==> config.mk <==
export PLATFORM = sky130hd
export DESIGN_NAME = selective_repeat_sender_tracker
export DESIGN_NICKNAME = d
export VERILOG_FILES = /design/src/hdl/srst_pkg.sv /design/src/hdl/srst_ram.sv /design/src/hdl/srst_seq.sv /design/src/hdl/srst_out.sv /design/src/hdl/selective_repeat_sender_tracker.sv
export SDC_FILE = /design/constraint.sdc
export NUM_CORES = 1
export LEC_CHECK = 0
export BUFFER_PORTS_ARGS = -buffer_cell sky130_fd_sc_hd__buf_2
export CAP_MARGIN = 20
export CORE_ASPECT_RATIO = 0.8
export CORE_MARGIN = 2
export CORE_UTILIZATION = 40
export DETAILED_ROUTE_END_ITERATION = 6
export SLEW_MARGIN = 30
export SYNTH_ARGS = -nofsm -noshare
export SYNTH_HDL_FRONTEND = slang
export SYNTH_SLANG_ARGS = --single-unit
export TNS_END_PERCENT = 100
==> constraint.sdc <==
create_clock -name clk_i -period 13.45 [get_ports clk_i]
set_clock_uncertainty 0.1 [all_clocks]
set_input_delay 0.6725 -clock clk_i [delete_from_list [all_inputs] [get_ports clk_i]]
set_output_delay 0.6725 -clock clk_i [all_outputs]
set_load 0.05 [all_outputs]
==> src/hdl/srst_pkg.sv <==
// Shared types, widths and codes for the selective-repeat sender tracker.
// No dependencies; srst_seq, srst_out and the top level import this package.
`default_nettype none

package srst_pkg;

  localparam int MaxChunks = 32;
  localparam int TimeW     = 16;
  localparam int AddrW     = $clog2(MaxChunks);
  localparam int CountW    = 6;
  localparam int TotalW    = 6;
  localparam int IdxW      = 5;
  localparam int AckW      = 8;
  localparam int FuncW     = 2;
  localparam int KindW     = 3;
  localparam int EntryW    = TimeW + 1;

  localparam logic [FuncW-1:0] FuncStart = 2'd0;
  localparam logic [FuncW-1:0] FuncAck   = 2'd1;
  localparam logic [FuncW-1:0] FuncTick  = 2'd2;

  localparam logic [KindW-1:0] KindSend     = 3'd0;
  localparam logic [KindW-1:0] KindResend   = 3'd1;
  localparam logic [KindW-1:0] KindAckTaken = 3'd2;
  localparam logic [KindW-1:0] KindAckRange = 3'd3;
  localparam logic [KindW-1:0] KindComplete = 3'd4;

  typedef struct packed {
    logic [KindW-1:0]  kind;
    logic [IdxW-1:0]   idx;
    logic [CountW-1:0] count;
    logic              done;
  } res_t;

  typedef struct packed {
    logic valid;
    logic flush;
    res_t res;
  } cand_t;

endpackage

`default_nettype wire

==> src/hdl/srst_ram.sv <==
// Generic single-port-write, single-port-read RAM with a registered read.
// No dependencies.
`default_nettype none

module srst_ram #(
  parameter int Width = 8,
  parameter int Depth = 16
) (
  input  wire logic                     clk_i,
  input  wire logic                     we_i,
  input  wire logic [$clog2(Depth)-1:0] waddr_i,
  input  wire logic [Width-1:0]         wdata_i,
  input  wire logic                     re_i,
  input  wire logic [$clog2(Depth)-1:0] raddr_i,
  output logic      [Width-1:0]         rdata_o
);

  logic [Width-1:0] mem_q [Depth];
  logic [Width-1:0] rdata_q;

  always_ff @(posedge clk_i) begin
    if (we_i) begin
      mem_q[waddr_i] <= wdata_i;
    end
    if (re_i) begin
      rdata_q <= mem_q[raddr_i];
    end
  end

  assign rdata_o = rdata_q;

endmodule

`default_nettype wire

==> src/hdl/srst_seq.sv <==
// Request sequencer: message state, timeout register and the per-chunk entry
// RAM (acknowledged mark and send stamp). Depends on srst_pkg and srst_ram.
`default_nettype none

module srst_seq
  import srst_pkg::*;
(
  input  wire logic               clk_i,
  input  wire logic               rst_ni,
  input  wire logic               cfg_we_i,
  input  wire logic [TimeW-1:0]   cfg_wdata_i,
  input  wire logic               in_valid_i,
  output logic                    in_ready_o,
  input  wire logic [FuncW-1:0]   func_i,
  input  wire logic [TotalW-1:0]  chunk_total_i,
  input  wire logic [AckW-1:0]    ack_index_i,
  input  wire logic               stall_i,
  output cand_t                   cand_o
);

  localparam logic [2:0] StIdle  = 3'd0;
  localparam logic [2:0] StStart = 3'd1;
  localparam logic [2:0] StTick  = 3'd2;
  localparam logic [2:0] StAckEv = 3'd3;
  localparam logic [2:0] StBad   = 3'd4;
  localparam logic [2:0] StComp  = 3'd5;
  localparam logic [2:0] StFlush = 3'd6;

  logic [2:0]        state_q, state_d;
  logic [CountW-1:0] idx_q, idx_d;
  logic              v1_q, v1_d;
  logic [AddrW-1:0]  idx1_q, idx1_d;
  logic [AckW-1:0]   ackq_q, ackq_d;
  logic [TimeW-1:0]  tick_q, tick_d;
  logic [CountW-1:0] tally_q, tally_d;
  logic [CountW-1:0] chunks_q, chunks_d;
  logic              open_q, open_d;
  logic [TimeW-1:0]  timeout_q;

  logic              ram_we, ram_re;
  logic [AddrW-1:0]  ram_waddr, ram_raddr;
  logic [EntryW-1:0] ram_wdata, ram_rdata;

  logic              rd_mark;
  logic [TimeW-1:0]  rd_stamp;
  logic [TimeW-1:0]  age;
  logic [CountW-1:0] total_sat;
  logic [CountW-1:0] idx_nxt;
  logic [CountW-1:0] tally_new;

  srst_ram #(
    .Width (EntryW),
    .Depth (MaxChunks)
  ) u_entry_ram (
    .clk_i   (clk_i),
    .we_i    (ram_we),
    .waddr_i (ram_waddr),
    .wdata_i (ram_wdata),
    .re_i    (ram_re),
    .raddr_i (ram_raddr),
    .rdata_o (ram_rdata)
  );

  assign in_ready_o = (state_q == StIdle);
  assign rd_mark    = ram_rdata[TimeW];
  assign rd_stamp   = ram_rdata[TimeW-1:0];
  assign age        = tick_q - rd_stamp;
  assign idx_nxt    = idx_q + CountW'(1);
  assign tally_new  = rd_mark ? tally_q : tally_q + CountW'(1);
  assign total_sat  = (CountW'(chunk_total_i) > CountW'(MaxChunks)) ?
                      CountW'(MaxChunks) : CountW'(chunk_total_i);

  always_comb begin
    state_d   = state_q;
    idx_d     = idx_q;
    v1_d      = v1_q;
    idx1_d    = idx1_q;
    ackq_d    = ackq_q;
    tick_d    = tick_q;
    tally_d   = tally_q;
    chunks_d  = chunks_q;
    open_d    = open_q;
    ram_we    = 1'b0;
    ram_waddr = '0;
    ram_wdata = '0;
    ram_re    = 1'b0;
    ram_raddr = '0;
    cand_o    = '0;

    case (state_q)
      StIdle: begin
        if (in_valid_i) begin
          case (func_i)
            FuncStart: begin
              tally_d  = '0;
              chunks_d = total_sat;
              idx_d    = '0;
              if (total_sat == '0) begin
                open_d  = 1'b0;
                state_d = StComp;
              end else begin
                open_d  = 1'b1;
                state_d = StStart;
              end
            end
            FuncAck: begin
              ackq_d = ack_index_i;
              if (open_q && (ack_index_i < AckW'(chunks_q))) begin
                ram_re    = 1'b1;
                ram_raddr = ack_index_i[AddrW-1:0];
                state_d   = StAckEv;
              end else begin
                state_d = StBad;
              end
            end
            FuncTick: begin
              tick_d = tick_q + TimeW'(1);
              idx_d  = '0;
              v1_d   = 1'b0;
              state_d = open_q ? StTick : StFlush;
            end
            default: begin
              state_d = StIdle;
            end
          endcase
        end
      end

      StStart: begin
        if (!stall_i) begin
          ram_we             = 1'b1;
          ram_waddr          = idx_q[AddrW-1:0];
          ram_wdata          = {1'b0, tick_q};
          cand_o.valid       = 1'b1;
          cand_o.res.kind    = KindSend;
          cand_o.res.idx     = idx_q[IdxW-1:0];
          cand_o.res.count   = tally_q;
          idx_d              = idx_nxt;
          if (idx_nxt == chunks_q) begin
            state_d = StFlush;
          end
        end
      end

      StTick: begin
        if (!stall_i) begin
          if (!v1_q && (idx_q >= chunks_q)) begin
            state_d = StFlush;
          end else begin
            if (idx_q < chunks_q) begin
              ram_re    = 1'b1;
              ram_raddr = idx_q[AddrW-1:0];
              idx_d     = idx_nxt;
              v1_d      = 1'b1;
              idx1_d    = idx_q[AddrW-1:0];
            end else begin
              v1_d = 1'b0;
            end
            if (v1_q && !rd_mark && (age >= timeout_q)) begin
              ram_we           = 1'b1;
              ram_waddr        = idx1_q;
              ram_wdata        = {1'b0, tick_q};
              cand_o.valid     = 1'b1;
              cand_o.res.kind  = KindResend;
              cand_o.res.idx   = IdxW'(idx1_q);
              cand_o.res.count = tally_q;
            end
          end
        end
      end

      StAckEv: begin
        if (!stall_i) begin
          ram_we           = !rd_mark;
          ram_waddr        = ackq_q[AddrW-1:0];
          ram_wdata        = {1'b1, rd_stamp};
          tally_d          = tally_new;
          cand_o.valid     = 1'b1;
          cand_o.res.kind  = KindAckTaken;
          cand_o.res.idx   = ackq_q[IdxW-1:0];
          cand_o.res.count = tally_new;
          if (tally_new == chunks_q) begin
            open_d  = 1'b0;
            state_d = StComp;
          end else begin
            state_d = StFlush;
          end
        end
      end

      StBad: begin
        if (!stall_i) begin
          cand_o.valid     = 1'b1;
          cand_o.res.kind  = KindAckRange;
          cand_o.res.idx   = ackq_q[IdxW-1:0];
          cand_o.res.count = tally_q;
          state_d          = StFlush;
        end
      end

      StComp: begin
        if (!stall_i) begin
          cand_o.valid     = 1'b1;
          cand_o.res.kind  = KindComplete;
          cand_o.res.count = tally_q;
          cand_o.res.done  = 1'b1;
          state_d          = StFlush;
        end
      end

      StFlush: begin
        if (!stall_i) begin
          cand_o.flush = 1'b1;
          state_d      = StIdle;
        end
      end

      default: begin
        state_d = StIdle;
      end
    endcase
  end

  always_ff @(posedge clk_i or negedge rst_ni) begin
    if (!rst_ni) begin
      state_q   <= StIdle;
      idx_q     <= '0;
      v1_q      <= 1'b0;
      tick_q    <= '0;
      tally_q   <= '0;
      chunks_q  <= '0;
      open_q    <= 1'b0;
      timeout_q <= TimeW'(100);
    end else begin
      state_q  <= state_d;
      idx_q    <= idx_d;
      v1_q     <= v1_d;
      tick_q   <= tick_d;
      tally_q  <= tally_d;
      chunks_q <= chunks_d;
      open_q   <= open_d;
      if (cfg_we_i) begin
        timeout_q <= cfg_wdata_i;
      end
    end
  end

  always_ff @(posedge clk_i) begin
    idx1_q <= idx1_d;
    ackq_q <= ackq_d;
  end

endmodule

`default_nettype wire

==> src/hdl/srst_out.sv <==
// Result stage: holds one result back so the final one of a request can be
// marked last, then drives the output register. Depends on srst_pkg.
`default_nettype none

module srst_out
  import srst_pkg::*;
(
  input  wire logic               clk_i,
  input  wire logic               rst_ni,
  input  wire cand_t              cand_i,
  output logic                    stall_o,
  output logic                    out_valid_o,
  input  wire logic               out_ready_i,
  output logic [KindW-1:0]        kind_o,
  output logic [IdxW-1:0]         chunk_index_o,
  output logic [CountW-1:0]       acked_count_o,
  output logic                    all_done_o,
  output logic                    last_o
);

  logic hold_v_q, hold_v_d;
  res_t hold_q, hold_d;
  logic out_v_q, out_v_d;
  res_t out_q, out_d;
  logic last_q, last_d;
  logic load;

  assign stall_o = out_v_q && !out_ready_i;

  always_comb begin
    hold_v_d = hold_v_q;
    hold_d   = hold_q;
    out_d    = out_q;
    last_d   = last_q;
    load     = 1'b0;
    if (!stall_o) begin
      if (cand_i.valid) begin
        if (hold_v_q) begin
          load   = 1'b1;
          out_d  = hold_q;
          last_d = 1'b0;
        end
        hold_d   = cand_i.res;
        hold_v_d = 1'b1;
      end else if (cand_i.flush) begin
        if (hold_v_q) begin
          load   = 1'b1;
          out_d  = hold_q;
          last_d = 1'b1;
        end
        hold_v_d = 1'b0;
      end
    end
    out_v_d = load || (out_v_q && !out_ready_i);
  end

  always_ff @(posedge clk_i or negedge rst_ni) begin
    if (!rst_ni) begin
      hold_v_q <= 1'b0;
      out_v_q  <= 1'b0;
    end else begin
      hold_v_q <= hold_v_d;
      out_v_q  <= out_v_d;
    end
  end

  always_ff @(posedge clk_i) begin
    hold_q <= hold_d;
    out_q  <= out_d;
    last_q <= last_d;
  end

  assign out_valid_o   = out_v_q;
  assign kind_o        = out_q.kind;
  assign chunk_index_o = out_q.idx;
  assign acked_count_o = out_q.count;
  assign all_done_o    = out_q.done;
  assign last_o        = last_q;

endmodule

`default_nettype wire

==> src/hdl/selective_repeat_sender_tracker.sv <==
// Top level of the selective-repeat sender tracker.
// Depends on srst_pkg, srst_seq (with srst_ram) and srst_out.
//
//   channel | handshake              | payload
//   --------+------------------------+--------------------------------------------
//   cfg     | cfg_we_i               | cfg_wdata_i (retransmit timeout)
//   in      | in_valid_i / in_ready_o| func_i, chunk_total_i, ack_index_i
//   out     | out_valid_o/out_ready_i| kind_o, chunk_index_o, acked_count_o,
//           |                        | all_done_o, last_o
//
// One request at a time. Start of N chunks: one entry write per chunk;
// an empty start writes none.
// Tick: with a message open, a one-read-per-cycle scan of the entry RAM while
// the output does not stall; without one, no scan.
// Acknowledgement: read, modify, write back; func 3 is ignored.
// Reset needs no clearing pass: every entry is written on start before use.
// A stalled output freezes the scan; one result is held back to mark last.
`default_nettype none

module selective_repeat_sender_tracker
  import srst_pkg::*;
(
  input  wire logic               clk_i,
  input  wire logic               rst_ni,
  input  wire logic               cfg_we_i,
  input  wire logic [TimeW-1:0]   cfg_wdata_i,
  input  wire logic               in_valid_i,
  output logic                    in_ready_o,
  input  wire logic [FuncW-1:0]   func_i,
  input  wire logic [TotalW-1:0]  chunk_total_i,
  input  wire logic [AckW-1:0]    ack_index_i,
  output logic                    out_valid_o,
  input  wire logic               out_ready_i,
  output logic [KindW-1:0]        kind_o,
  output logic [IdxW-1:0]         chunk_index_o,
  output logic [CountW-1:0]       acked_count_o,
  output logic                    all_done_o,
  output logic                    last_o
);

  cand_t cand;
  logic  stall;

  srst_seq u_seq (
    .clk_i         (clk_i),
    .rst_ni        (rst_ni),
    .cfg_we_i      (cfg_we_i),
    .cfg_wdata_i   (cfg_wdata_i),
    .in_valid_i    (in_valid_i),
    .in_ready_o    (in_ready_o),
    .func_i        (func_i),
    .chunk_total_i (chunk_total_i),
    .ack_index_i   (ack_index_i),
    .stall_i       (stall),
    .cand_o        (cand)
  );

  srst_out u_out (
    .clk_i         (clk_i),
    .rst_ni        (rst_ni),
    .cand_i        (cand),
    .stall_o       (stall),
    .out_valid_o   (out_valid_o),
    .out_ready_i   (out_ready_i),
    .kind_o        (kind_o),
    .chunk_index_o (chunk_index_o),
    .acked_count_o (acked_count_o),
    .all_done_o    (all_done_o),
    .last_o        (last_o)
  );

endmodule

`default_nettype wire
==> metrics.md <==
| Metric | Value |
|---|---|
| Average wire per standard cell | 23.1 um |
| Post-layout nets | 2,404 |
| Std-Cell Rows | 86 |
| Gate count of the mapped netlist | 2,262 |
| Standby leakage power | 11.9 nW |
| Number of storage elements in the synthesis netlist | 657 |
| Portion of total power attributed to the clock network | 33.4% |
| Worst hold margin | 95.8 ps |
| Number of nets still failing antenna checks after routing | 0 |
| Post-CTS Setup Inserts | 0 |
| P per Cell Area | 163 nW/um2 |
| Sum of net half-perimeters after detailed placement | 47.2 mm |
| Main area contributors after synthesis | sky130_fd_sc_hd__edfxtp_1, sky130_fd_sc_hd__nand2_1, sky130_fd_sc_hd__dfrtp_1, sky130_fd_sc_hd__nand3_1, sky130_fd_sc_hd__a21oi_1 |
| Number of buffers inserted for hold repair after clock tree synthesis | 0 |
| CTS HTree Levels | 2 |
| Sort of element at the end of the critical path | flop |
| Clock insertion delay at the later pin of the skew report | 640 ps |
| Fin. max-slew vios | 0 |
| Worst setup path category | reg2reg |
| HP Class | in2async |
| Result of the run | finished clean |
| Kind of start point of the critical path | flop |
| Number of input and output port buffers inserted | 54 |
| Proportion of layout cells with a drive suffix above 1 | 10.7% |
| Switching power | 1.53 mW |
| Die footprint | 72,300 um2 |
| Iteration count of the initial detailed-routing pass | 6 |
| Initial cell density of the core | 40.6% |
| I/O pin total | 55 |
| Finished Layout Cells | 3,293 |
| Final clock period utilization by the worst path | 49.2% |
| Most used cells in the layout excluding fill and tap cells | sky130_fd_sc_hd__edfxtp_1, sky130_fd_sc_hd__nand2_1, sky130_fd_sc_hd__nand3_1, sky130_fd_sc_hd__a21oi_1, sky130_fd_sc_hd__nor2_1 |
| Net switching share of the total power | 29.7% |
| RSZ-0062 raised after global routing | no |
| Std-Cell Core Area | 69,200 um2 |
| Clock-pin slew of the registers on the worst-case setup and hold paths | 60 ps |
| Number of distinct library cell variants in the gate-level netlist after synthesis | 74 |
| CTS Buffer Depth | 3 |
| Cell taking the most area after synthesis | sky130_fd_sc_hd__edfxtp_1 |
| Vias in the first global route | 17,549 |
| Count of final setup violators | 0 |
| Commonest non-fill, non-tap cell in the layout | sky130_fd_sc_hd__edfxtp_1 |
| Peak clock frequency supported by timing | 151 MHz |
| Total inserted antenna cells | 0 |
| First-pass GRT wire length | 112 mm |
| Vias after detailed routing | 18,678 |
| Internal Dissipation | 3.63 mW |
| Synthesized Nets | 2,345 |
| DR vias/cell | 5.67 |
| Clock Sinks | 657 |
| Required time at the worst-slack endpoint | 13,620 ps |
| Number of endpoints with negative hold slack in the final report | 0 |
| Average cell area after synthesis | 12.4 um2 |
| Area of the mapped netlist | 28,100 um2 |
| Cell count after placement | 3,181 |
| Summed negative setup slack over all endpoints | 0 ps |
| Global router's overall resource usage | 20.7% |
| CTS root buf | sky130_fd_sc_hd__clkbuf_16 |
| Critical path fanouts, max | 17 |
| Initial antenna violation count | 1 |
| Routed WL | 75.9 mm |
| Yosys top cell area share | 64.2% |
| Filler Cell Count | 6,159 |
| Sequential power share | 47.9% |
| PostCTS Resize Cnt | 0 |
| Weighted congestion reported at the end of routability-driven placement | 0.882 |
| Yosys synthesis warning count | 0 |
| Die X | 300 um |
| Worst voltage drop across the vdd grid | 151 uV |
| Post-route minimum period | 6620 ps |
| Share of synthesized flip-flops with an asynchronous set or reset | 8.68% |
| GRT overflow | 0 |
| Data arrival time of the critical path | 6790 ps |
| TritonCTS clock tree | yes |
| Path depth of the worst reg2reg path | 22 |
| Layout area overhead | 12.6% |
| Post-route DRC violation count | 0 |
| Sequential cell area fraction in the yosys report | 69.3% |
| Iter 0 DRT Violations | 2,184 |
| Vertical die dimension | 241 um |
| Actual transition at the worst max-transition pin | 1020 ps |
| Combinational cell fraction of total power | 18.6% |
| Primary flip-flop cell chosen by synthesis mapping | sky130_fd_sc_hd__edfxtp_1 |
| CTS Buf Count | 61 |
| Post-synth EDFFs | 600 |
| Largest net degree at the start of global routing | 159 |
| MaxCap Viol Count | 0 |
| Max_slew headroom | 31.7% |
-- metal layers --
| metal | GRT usage, % | share of wire (%) |
|---|---|---|
| met5 | 0 | 0 |
| met4 | 5.94 | 2.6 |
| met3 | 3.75 | 9.2 |
| met2 | 30.6 | 43 |
| met1 | 31.3 | 45 |
-- worst paths after layout --
path	from	end	slack (ps)
max	u_seq.tick_q[0]$_DFFE_PN0P_	u_seq.u_entry_ram.mem_q[28][16]$_DFFE_PP_	6830
min	rst_ni	u_seq.chunks_q[4]$_DFFE_PN0P_	100
max reg2reg	u_seq.tick_q[0]$_DFFE_PN0P_	u_seq.u_entry_ram.mem_q[28][16]$_DFFE_PP_	6830
min reg2reg	u_out.hold_q[10]$_DFFE_PP_	u_out.chunk_index_o[3]$_DFFE_PP_	310
max in group asynchronous	rst_ni	u_seq.timeout_q[0]$_DFFE_PN0P_	12620
min in group clk_i	cfg_wdata_i[13]	u_seq.timeout_q[13]$_DFFE_PN0P_	140
-- cells in the mapped netlist, drive strengths merged, types with 15 or more instances --
cell	instances
a31oi	64
o21ai	69
o22ai	29
buf	68
xnor2	33
inv	54
mux2i	28
nand2	523
edfxtp	600
ha	45
a22oi	33
nor2	109
and3	15
clkbuf	60
a21o	17
a21oi	114
a32oi	19
nand3	141
dfrtp	54
nand2b	18
-- power by group through the flow --
| stage | Sequential (mW) | Combinational [mW] | Clock [mW] |
|---|---|---|---|
| 2_1_floorplan | 2.52 | 0.624 | 0 |
| 3_3_place_gp | 2.51 | 0.925 | 0 |
| 3_5_place_dp | 2.51 | 0.950 | 0 |
| 4_1_cts | 2.47 | 0.955 | 1.75 |
| 5_1_grt | 2.49 | 1.05 | 1.83 |
| 6_report | 2.47 | 0.961 | 1.73 |
-- final cells by class --
| type | count | area, um2 | area share [%] |
|---|---|---|---|
| Clock buffer | 82 | 1650 | 5.21 |
| Clock inverter | 29 | 332 | 1.05 |
| Inverter | 54 | 203 | 0.641 |
| Multi-Input combinational cell | 1423 | 7990 | 25.3 |
| Sequential cell | 657 | 19400 | 61.5 |
| Tap cell | 924 | 1160 | 3.66 |
| Timing Repair Buffer | 124 | 828 | 2.62 |
-- state kept, by name, summed over array words and instances, names as in the netlist, 3 cells and up --
name,count
u_seq.idx1_q,5
u_out.chunk_index_o,5
u_seq.idx_q,6
u_seq.u_entry_ram.rdata_o,17
u_out.hold_q,14
u_seq.u_entry_ram.mem_q,544
u_seq.chunks_q,6
u_seq.timeout_q,16
u_seq.tick_q,16
u_seq.ackq_q,5
u_out.kind_o,3
u_seq.state_q,3
u_out.acked_count_o,6
u_seq.tally_q,6
-- critical path, cell delays in order (launching register included) --
cell and delay (ps):
sky130_fd_sc_hd__dfrtp_1 440, sky130_fd_sc_hd__inv_1 110, sky130_fd_sc_hd__ha_1 220, sky130_fd_sc_hd__fa_1 420
sky130_fd_sc_hd__nor2b_1 130, sky130_fd_sc_hd__o21a_1 140, sky130_fd_sc_hd__o21ai_0 110, sky130_fd_sc_hd__a21oi_1 210
sky130_fd_sc_hd__o2111ai_1 190, sky130_fd_sc_hd__a31oi_1 260, sky130_fd_sc_hd__a21o_1 160, sky130_fd_sc_hd__a21oi_1 70
sky130_fd_sc_hd__xnor2_1 140, sky130_fd_sc_hd__ha_1 300, sky130_fd_sc_hd__nand3_1 100, sky130_fd_sc_hd__nor2_1 160
sky130_fd_sc_hd__o21ai_0 110, sky130_fd_sc_hd__o221ai_1 250, sky130_fd_sc_hd__a31oi_2 120, sky130_fd_sc_hd__o21bai_2 660
sky130_fd_sc_hd__o21bai_1 290, sky130_fd_sc_hd__nand4bb_1 620, sky130_fd_sc_hd__nor2_2 950
-- stage by stage --
stage | area [um2] | util, % | power [mW] | worst slack (ps)
2_1_floorplan | 28100 | - | 3.14 | 7970
3_3_place_gp | 29500 | 42.7 | 3.44 | 6630
3_5_place_dp | 29600 | 42.8 | 3.46 | 6920
4_1_cts | 31600 | 45.6 | 5.18 | 6860
5_1_grt | 31600 | 45.7 | 5.37 | 6290
6_report | 31600 | 45.7 | 5.16 | 6830
-- kinds of logic after synthesis --
kind of cell | count (synthesis) | share of synthesized area, %
multiplexers | 30 | 1.08
flip-flops | 657 | 69.3
AND/OR/NAND/NOR | 881 | 13.6
AO/OA/AOI/OAI | 424 | 9.76
adder cells (fa/ha/maj) | 46 | 2.08
XOR/XNOR | 42 | 1.31
buffers and inverters | 182 | 2.83
(Power assumes the default switching activity.)
